[config.mk]
export PLATFORM = sky130hd
export DESIGN_NAME = qrs_disc
export DESIGN_NICKNAME = d
export VERILOG_FILES = /design/src/hw/rtl/qrs_pkg.sv /design/src/hw/rtl/qrs_disc.sv
export SDC_FILE = /design/constraint.sdc
export NUM_CORES = 2
export LEC_CHECK = 0
export BUFFER_PORTS_ARGS = -buffer_cell sky130_fd_sc_hd__buf_2
export CAP_MARGIN = 0
export CORE_MARGIN = 1
export CORE_UTILIZATION = 40
export DETAILED_ROUTE_END_ITERATION = 7
export GPL_TIMING_DRIVEN = 0
export PLACE_DENSITY_LB_ADDON = 0.25
export SLEW_MARGIN = 10
export SYNTH_ARGS = -nofsm -noshare
export SYNTH_HDL_FRONTEND = slang
export SYNTH_SLANG_ARGS = --single-unit
[constraint.sdc]
create_clock -name clk -period 6.6 [get_ports clk]
set_clock_uncertainty 0.05 [all_clocks]
set_input_delay 0.33 -clock clk [delete_from_list [all_inputs] [get_ports clk]]
set_output_delay 0.33 -clock clk [all_outputs]
set_load 0.03 [all_outputs]
[src/hw/rtl/qrs_pkg.sv]
// Shared widths, result codes and stage payload types for the quadratic root solver.
package qrs_pkg;

  localparam int COEF_W      = 16;
  localparam int FRAC_W      = 8;
  localparam int ROOT_FRAC_W = 2 * FRAC_W;
  localparam int ROOT_W      = 32;
  localparam int DISC_W      = 2 * COEF_W + 2;
  localparam int SQRT_W      = DISC_W / 2;
  localparam int NUM_W       = SQRT_W + 1;
  localparam int DEN_W       = COEF_W + 1;
  localparam int DIVN_W      = NUM_W + ROOT_FRAC_W;

  typedef enum logic [1:0] {
    KIND_TWO   = 2'd0,
    KIND_ONE   = 2'd1,
    KIND_NONE  = 2'd2,
    KIND_DEGEN = 2'd3
  } kind_t;

  typedef struct packed {
    logic [DISC_W-1:0] disc;
    logic [COEF_W-1:0] a;
    logic [COEF_W-1:0] b;
  } disc_t;

endpackage

[src/hw/rtl/qrs_disc.sv]
// Two stage discriminant unit: products, then b*b - 4ac.
module qrs_disc (
  input  logic                       clk,
  input  logic                       rst_n,
  input  logic                       in_valid,
  output logic                       in_ready,
  input  logic [qrs_pkg::COEF_W-1:0] coef_a,
  input  logic [qrs_pkg::COEF_W-1:0] coef_b,
  input  logic [qrs_pkg::COEF_W-1:0] coef_c,
  output logic                       out_valid,
  input  logic                       out_ready,
  output qrs_pkg::disc_t             out_data
);
  import qrs_pkg::*;

  logic                  v1_r, v2_r, en1, en2;
  logic [2*COEF_W-1:0]   bb_r, ac_r;
  logic [COEF_W-1:0]     a1_r, b1_r;
  logic [DISC_W-1:0]     bb_ext, ac_ext, disc_nxt;
  disc_t                 d2_r;

  assign en2      = !v2_r || out_ready;
  assign en1      = !v1_r || en2;
  assign in_ready = en1;

  always_ff @(posedge clk) begin
    if (!rst_n) begin
      v1_r <= 1'b0;
      v2_r <= 1'b0;
    end else begin
      if (en1) v1_r <= in_valid;
      if (en2) v2_r <= v1_r;
    end
  end

  always_ff @(posedge clk) begin
    if (en1 && in_valid) begin
      bb_r <= $signed(coef_b) * $signed(coef_b);
      ac_r <= $signed(coef_a) * $signed(coef_c);
      a1_r <= coef_a;
      b1_r <= coef_b;
    end
  end

  assign bb_ext   = {{(DISC_W-2*COEF_W){bb_r[2*COEF_W-1]}}, bb_r};
  assign ac_ext   = {{(DISC_W-2*COEF_W){ac_r[2*COEF_W-1]}}, ac_r};
  assign disc_nxt = bb_ext - (ac_ext << 2);

  always_ff @(posedge clk) begin
    if (en2 && v1_r) begin
      d2_r.disc <= disc_nxt;
      d2_r.a    <= a1_r;
      d2_r.b    <= b1_r;
    end
  end

  assign out_valid = v2_r;
  assign out_data  = d2_r;

endmodule

==> run_results.csv <==
group,metric,value,unit
timing,fmax,0.158,GHz
clock_tree,clk-insertion-delay-late,0.48,ns
synthesis,syn_area_per_cell,10.2,um2
layout,stdcell_count,3438,
placed_design,dp_cells,3419,
drt,vias,16600,
grt,antenna_found_initial,2,
critical_path,crit_path_start_kind,"input pin",
timing,timing.final.ws_setup,0.262,ns
critical_path,crit_type,"input pin to flop",
drt,wl_per_cell,16.1,um
grt,grt_usage,19.1,%
worst_hold_path,hold_class,"input pin to flop",
floorplan,start_util,40.5,%
flow_run,maxCapViolCount,0,
synthesis,yosys.area.top_type_share,39.7,%
drt,drc,0,
clock_tree,clockBufferDepth,2,
synthesis,seq_area_frac_synth,19.1,%
timing,slew_violations,0,
synthesis,yosysWarnings,0,
critical_path,end_kind,"flop",
critical_path,cp_max_fo,12,
grt,gr-total-overflow,0,
timing,rsz0062_at_grt,"yes",
floorplan,ios,120,
grt,grt_max_degree,44,
synthesis,netlist_top_cells_count,"654 x inv_1, 497 x fa_1, 225 x nand2_1, 198 x ha_1, 166 x and2_1",
layout,drive_above_1_share,7.77,%
clock_tree,cts_tree,"done",
clock_tree,cts_root_buf,"clkbuf_16",
run_status,run_status,"complete, no violations",
grt,grt_pass1_wl,93700,um
synthesis,synth.area.top_cells,"fa_1 40%, edfxtp_1 19%, ha_1 9.9%, inv_1 9.8%, and2_1 4.1%",
floorplan,core,61800,um2
clock_tree,numCtsBuffers,17,
placed_design,port-buffer-count,118,
clock_tree,cts.sinks,160,
drt,drt-pass1-iter-count,5,
timing,fin_crit_sh,96.0,%
synthesis,synth.cell_area,25000,um2
placed_design,preCtsSetupSlack,-0.955,ns
synthesis,synth_ff_type,"edfxtp_1",
layout,syn2layout_area_growth,9.37,%
synthesis,ys_ff_latch,160,
synthesis,syn_inst,2460,
timing,hold_viol_final,0,
synthesis,syn-num-nets,3207,
floorplan,fp-row-count,91,
drt,routed_wl,55500,um
clock_tree,path_clk_slew,0.08,ns
timing,tightest_slew,0.799,ns
drt,viasPerCell,4.84,
placed_design,gp_congestion,0.926,
synthesis,synth_cell_types,59,
layout,layout.nets,3334,
drt,postRouteAntennaNets,0,
drt,drt_iter0_markers,737,
floorplan,die_h,252,um
grt,grt_pass1_vias,18300,
placed_design,hpwl,47600,um
floorplan,die_x,252,um
synthesis,post-synth-top-count-cell,"inv_1",
timing,fin_crit,6.34,ns
floorplan,dieArea,63600,um2
critical_path,cp_data_arrival_time,6.53,ns
synthesis,async_reset_ff_share,0,%
timing,relSlewSlack,46.0,%
clock_tree,htreeDepth,4,
timing,finalSetupViolations,0,
critical_path,timing.critical_path.required,6.80,ns
layout,fillers,5971,
synthesis,synth-edff-count,158,
synthesis,yosys.area.top_type,"fa_1",
routing by layer:
metal	vias to the layer above	GRT usage, %	part of all wire (%)
met1	8595	25.3	44
met2	275	32.5	50
met3	63	2.58	3.8
met5	-	0	0
met4	0	5.65	2.0
li1	7700	-	-
critical path, stage by stage:
cell,delay (ns)
buf_2,0.26
clkbuf_2,0.34
nand2_1,0.15
fa_1,0.48
fa_1,0.58
fa_1,0.54
inv_1,0.06
fa_1,0.48
fa_1,0.49
inv_1,0.05
fa_1,0.47
inv_1,0.04
ha_1,0.31
a21oi_1,0.23
o21ai_0,0.14
a221o_1,0.32
a21oi_2,0.22
o211a_1,0.29
o221ai_1,0.22
a31o_2,0.29
a21oi_1,0.17
xnor2_1,0.08
sequential cells by signal, summed over array words and instances, names as in the netlist:
register	cells
v1_r	1
a1_r	16
b1_r	15
out_valid	1
out_data	64
ac_r	32
bb_r	31
path summary, 6_finish.rpt:
| kind | endpoint | slack, ns | cells after the start | from |
|---|---|---|---|---|
| min reg2reg | out_data[15] | 0.36 | 0 | b1_r[15] |
| max | bb_r[28] | 0.26 | 22 | coef_b[1] |
| min | b1_r[4] | 0.04 | 1 | coef_b[4] |
| max reg2reg | out_data[64] | 2.98 | 12 | bb_r[2] |
kinds of logic after synthesis:
family | after synthesis | share of synthesized area, %
AND/OR/NAND/NOR | 542 | 10.5
multiplexers | 2 | 0.0800
buffers and inverters | 720 | 10.8
other | 1 | 0.0150
adder cells (fa/ha/maj) | 695 | 49.6
AO/OA/AOI/OAI | 237 | 6.23
XOR/XNOR | 103 | 3.60
flip-flops | 160 | 19.1
placed cells by master, fill, tap and decap left out, types with 10 or more instances in the layout:
master	synthesis	routed
inv_1	654	653
fa_1	497	496
nand2_1	225	225
ha_1	198	198
and2_1	166	165
edfxtp_1	158	158
buf_2	0	120
xnor2_1	79	79
nor2_1	77	77
a21oi_1	64	63
a21o_1	43	43
o21ai_0	43	43
clkbuf_1	61	24
xor2_1	24	24
clkbuf_2	1	17
clkbuf_16	0	17
o21a_1	14	14
nand2b_1	14	14
nand3_1	13	13
nor2b_1	12	11
a211oi_1	10	10
final cells by class:
cell class	instances	area, um2	area share, %
Antenna cell	1	2.50	0.00914
Buffer	47	211	0.772
Clock buffer	18	429	1.57
Clock inverter	14	148	0.539
Inverter	654	2460	8.98
Multi-Input combinational cell	1580	17600	64.2
Sequential cell	160	4780	17.5
Tap cell	837	1050	3.82
Timing Repair Buffer	127	728	2.66
timing repair:
item	CTS	global route
endpoints found under the hold margin	2	0
buffers inserted	0	3
setup endpoints to repair	6	12
hold buffers	2	0
gates resized for setup	4	41
cloned	0	0
through the flow:
step / hold WS, ns / TNS [ns] / utilization, % / instance area [um2]
5_1_grt: 0.0509 / -0.00784 / 44.3 / 27400
6_report: 0.0447 / 0 / 44.3 / 27400
3_5_place_dp: 0.355 / -9.38 / 43.3 / 26800
2_1_floorplan: 0.350 / 0 / - / 25000
3_3_place_gp: 0.352 / -8.10 / 43.1 / 26700
4_1_cts: 0.0121 / 0 / 44.2 / 27300
Power is left out: the tool's default activity adds up to more than one toggle a clock period on the data nets, which glitch-free logic cannot reach.
