==> src/hw/rtl/qrs_pkg.sv <==
// Shared widths, result codes and stage payload types for the quadratic root solver.
package qrs_pkg;

  localparam int COEF_W      = 16;
  localparam int FRAC_W      = 8;
  localparam int ROOT_FRAC_W = 2 * FRAC_W;
  localparam int ROOT_W      = 32;
  localparam int DISC_W      = 2 * COEF_W + 2;
  localparam int SQRT_W      = DISC_W / 2;
  localparam int NUM_W       = SQRT_W + 1;
  localparam int DEN_W       = COEF_W + 1;
  localparam int DIVN_W      = NUM_W + ROOT_FRAC_W;

  typedef enum logic [1:0] {
    KIND_TWO   = 2'd0,
    KIND_ONE   = 2'd1,
    KIND_NONE  = 2'd2,
    KIND_DEGEN = 2'd3
  } kind_t;

  typedef struct packed {
    logic [DISC_W-1:0] disc;
    logic [COEF_W-1:0] a;
    logic [COEF_W-1:0] b;
  } disc_t;

endpackage

==> src/hw/rtl/qrs_sqrt.sv <==
// Pipelined floored square root, one result bit per stage.
module qrs_sqrt (
  input  logic                       clk,
  input  logic                       rst_n,
  input  logic                       in_valid,
  output logic                       in_ready,
  input  qrs_pkg::disc_t             in_data,
  output logic                       out_valid,
  input  logic                       out_ready,
  output logic [qrs_pkg::SQRT_W-1:0] out_root,
  output qrs_pkg::disc_t             out_data
);
  import qrs_pkg::*;

  localparam int SQ_N   = SQRT_W;
  localparam int REMS_W = SQRT_W + 3;

  logic              v_r    [SQ_N];
  logic              vin    [SQ_N];
  logic              en     [SQ_N+1];
  logic [DISC_W-1:0] rad_r  [SQ_N];
  logic [DISC_W-1:0] rad_i  [SQ_N];
  logic [REMS_W-3:0] rem_r  [SQ_N];
  logic [REMS_W-3:0] rem_i  [SQ_N];
  logic [SQRT_W-1:0] root_r [SQ_N];
  logic [SQRT_W-1:0] root_i [SQ_N];
  disc_t             side_r [SQ_N];
  disc_t             side_i [SQ_N];

  assign en[SQ_N] = out_ready;

  for (genvar i = 0; i < SQ_N; i++) begin : g_stage
    logic [REMS_W-1:0] cur, test, diff;
    logic              ge;

    if (i == 0) begin : g_first
      // A negative discriminant has no real root; its root value is unused.
      assign vin[i]    = in_valid;
      assign rad_i[i]  = in_data.disc[DISC_W-1] ? '0 : in_data.disc;
      assign rem_i[i]  = '0;
      assign root_i[i] = '0;
      assign side_i[i] = in_data;
    end else begin : g_next
      assign vin[i]    = v_r[i-1];
      assign rad_i[i]  = rad_r[i-1];
      assign rem_i[i]  = rem_r[i-1];
      assign root_i[i] = root_r[i-1];
      assign side_i[i] = side_r[i-1];
    end

    assign en[i] = !v_r[i] || en[i+1];
    assign cur   = {rem_i[i], rad_i[i][DISC_W-1 -: 2]};
    assign test  = {1'b0, root_i[i], 2'b01};
    assign ge    = cur >= test;
    assign diff  = cur - test;

    always_ff @(posedge clk) begin
      if (!rst_n) begin
        v_r[i] <= 1'b0;
      end else if (en[i]) begin
        v_r[i] <= vin[i];
      end
    end

    always_ff @(posedge clk) begin
      if (en[i] && vin[i]) begin
        rad_r[i]  <= rad_i[i] << 2;
        rem_r[i]  <= ge ? diff[REMS_W-3:0] : cur[REMS_W-3:0];
        root_r[i] <= {root_i[i][SQRT_W-2:0], ge};
        side_r[i] <= side_i[i];
      end
    end
  end

  assign in_ready  = en[0];
  assign out_valid = v_r[SQ_N-1];
  assign out_root  = root_r[SQ_N-1];
  assign out_data  = side_r[SQ_N-1];

endmodule

==> config.mk <==
export PLATFORM = sky130hd
export DESIGN_NAME = qrs_sqrt
export DESIGN_NICKNAME = d
export VERILOG_FILES = /design/src/hw/rtl/qrs_pkg.sv /design/src/hw/rtl/qrs_sqrt.sv
export SDC_FILE = /design/constraint.sdc
export NUM_CORES = 2
export LEC_CHECK = 0
export ABC_AREA = 1
export BUFFER_PORTS_ARGS = -buffer_cell sky130_fd_sc_hd__buf_2
export CORE_ASPECT_RATIO = 1.75
export CORE_MARGIN = 1
export CORE_UTILIZATION = 40
export DETAILED_ROUTE_END_ITERATION = 8
export GPL_TIMING_DRIVEN = 0
export PLACE_DENSITY = 0.67
export SKIP_CTS_REPAIR_TIMING = 1
export SYNTH_ARGS = -nofsm -noshare
export SYNTH_HDL_FRONTEND = slang
export SYNTH_SLANG_ARGS = --single-unit
==> constraint.sdc <==
create_clock -name clk -period 11 [get_ports clk]
set_input_delay 3.3 -clock clk [delete_from_list [all_inputs] [get_ports clk]]
set_output_delay 3.3 -clock clk [all_outputs]
set_load 0.05 [all_outputs]
==> run_results.csv <==
group,metric,value,unit
grt,grt.total_usage,13.5,%
clocking,worstSkewPairLatency,800,ps
yosys,synth_area,67300,um2
drt,drt-pass1-iter-count,6,
yosys,synth-edff-count,1827,
flow_run,cap_violations,0,
yosys,syn-num-nets,4293,
power,power_frac_seq,56.9,%
clocking,numCtsBuffers,165,
sta,post-route-period-util,77.6,%
sta,worst_slack,2470,ps
power,intPower,11.0,mW
critical_path,crit_required,7700,ps
floorplan,die_area,170000,um2
floorplan,fp.dieW,312,um
drt,drtIter0Drc,1363,
critical_path,worstPathArrival,5230,ps
power,p_per_area,176,nW/um2
sta,slew_headroom,39.7,%
sta,slew_viol_final,0,
power,power.share.combinational,1.1,%
clocking,cts-htree-levels,4,
floorplan,io_pins,155,
floorplan,rows,198,
critical_path,cp-start-kind,"input pin",
yosys,synth_area_per_cell,16.6,um2
yosys,yosysTopAreaCellShare,81.5,%
place,dp_hpwl,81100,um
sta,rsz0062_at_grt,"no",
drt,antenna_left,0,
cells_and_area,multi_input_area,10700,um2
cells_and_area,final_util,46.3,%
worst_hold_path,holdCritStartpoint,"side_r[0][104]",
grt,grt_start_max_net_pins,85,
grt,grt_pass1_wl,175000,um
power,power_switching_share,19.3,%
worst_hold_path,hold_path.class,"reg2reg",
yosys,yosys-top-cells-area,"edfxtp_1 81%, ha_1 3.2%, nand2_1 2.4%",
drt,avgViaCountPerCell,4.63,
outcome,outcome,"finished clean",
cells_and_area,area_delta_synth_final,14.7,%
sta,setup_viol,0,
power,vdd_drop_max,0.130,mV
drt,drcViolationCount,0,
cells_and_area,fin_nets,4647,
yosys,synth_cell_types,66,
clocking,cts_buffer_depth,3,
critical_path,timing_worst_setup_path_type,"in2out",
drt,wl_per_cell,16.8,um
yosys,seq_area_frac_synth,81.5,%
yosys,ys_ff_latch,1828,
cells_and_area,fillers,14135,
critical_path,cp_max_fo,4,
power,power_switching,2.62,mW
drt,num_vias,31190,
place,io_buffers,153,
yosys,synth_ff_type,"edfxtp_1",
sta,layout_min_cycle_time,8530,ps
floorplan,die_h,545,um
clocking,path_clk_slew,70,ps
power,p_leak,26.8,nW
yosys,syn_inst,4053,
yosys,async_flop_share,0,%
grt,gr-total-overflow,0,
clocking,numClockSinks,1828,
yosys,yosys.area.top_type,"edfxtp_1",
place,dp.cells,6440,
drt,wl,113000,um
grt,grt_pass1_vias,32644,
yosys,yosys_warnings,0,
grt,antenna_found_initial,7,
clocking,cts-root-buf,"clkbuf_16",
sta,max_freq,117,MHz
sta,fin_skew,40.4,ps
clocking,cts_tree,"yes",
cells_and_area,regArea,54900,um2
power,power,13.6,mW
sta,finalHoldViolCount,0,
floorplan,core,167000,um2
floorplan,initial_core_util,40.4,%
place,place_congestion,0.919,
critical_path,cp-end-kind,"primary output",
critical_path,setup.worst_path.start,"out_ready",
sta,setup_tns,0,ps
cells_and_area,instances_no_fill,6743,
sta,worst_pin_slew,905,ps
power,clkPwrFrac,42.0,%
critical_path,rr_startpoint,"v_r[16]",
place,pre_cts_ws,2460,ps
cells_and_area,drive_gt1_share,13.0,%
## placed cells by master (no fill, tap or decap), types with 33 or more instances in the layout
cell type,n
o21ai_2,33
ha_1,170
clkbuf_16,167
xor2_1,124
xnor2_1,67
edfxtp_1,1827
o21ai_0,148
buf_2,162
nor2_1,266
a21oi_1,151
clkbuf_1,37
nor3_1,53
nand3_1,88
inv_1,404
nand2_1,427
clkinv_1,36
## area by class of cell
cell class,instances,area share (%)
well taps,2200,3.56
plain buffers,30,0.250
flip-flops and latches,1828,71.1
repair buffers,187,2.00
clock buffers,195,5.55
clock inverters,104,1.56
diodes,4,0.0130
inverters,427,2.12
multi-input cells,1768,13.9
## critical path: stages
cell and delay, ps:
buf_2 130, inv_2 100, nand3_2 100, nor2_4 140, nand4_2 120, nor2_1 160, nand4_1 150, nor2_2 150
nand4_1 160, nor2_2 170, nand3_1 240, buf_2 300
## cells by family after synthesis
kind of cell / Yosys count / share of synthesized area, %
compound gates: 440 / 3.87
flops: 1828 / 81.5
fa+ha+maj: 170 / 3.16
xor+xnor: 191 / 2.48
buf+inv: 457 / 2.67
other cells: 1 / 0.00557
simple gates: 966 / 6.31
## per-layer routing
layer | GRT usage [%] | up-vias | wire [um]
met5 | 0 | - | 13
met4 | 8.24 | 2 | 6550
li1 | - | 15391 | -
met1 | 12.1 | 14904 | 37900
met3 | 2.56 | 325 | 3930
met2 | 27.2 | 568 | 64600
## per-stage QoR
stage,hold WS [ps],cell area (um2)
floorplan,400,67300
global placement,400,70900
detailed placement,405,71700
CTS,370,77200
global route,397,77200
finish,375,77200
## worst paths after layout
check | endpoint | slack, ps | depth (start not counted)
max | in_ready | 2470 | 12
min | side_r[0][170] | 380 | 0
max reg2reg | side_r[0][2] | 7760 | 12
min reg2reg | side_r[0][170] | 380 | 0
## power groups by stage
stage / clock [mW] / sequential (mW) / combinational (mW)
floorplan: 0 / 7.88 / 0.0903
global placement: 0 / 7.90 / 0.139
detailed placement: 0 / 7.89 / 0.152
CTS: 5.91 / 7.74 / 0.152
global route: 6.15 / 7.74 / 0.168
finish: 5.71 / 7.74 / 0.147
## sequential cells by signal (all words and copies together), names as in the netlist
register  count
root_r      153
side_r     1122
rem_r       264
rad_r       272
v_r          17
## synthesized netlist by cell type, drive strengths merged (6+ instances only)
cell type and number:
edfxtp 1827, nand2 445, inv 426, nor2 295, o21ai 199, ha 170
a21oi 158, xor2 124, nand3 96, xnor2 67, nor3 55, nand4 27
buf 20, or2 19, nor4 16, a31oi 14, a21o 12, a21boi 11
clkbuf 10, o211ai 9, o21a 8, a211oi 7, nand3b 7, o21bai 6
(Power assumes the default switching activity.)
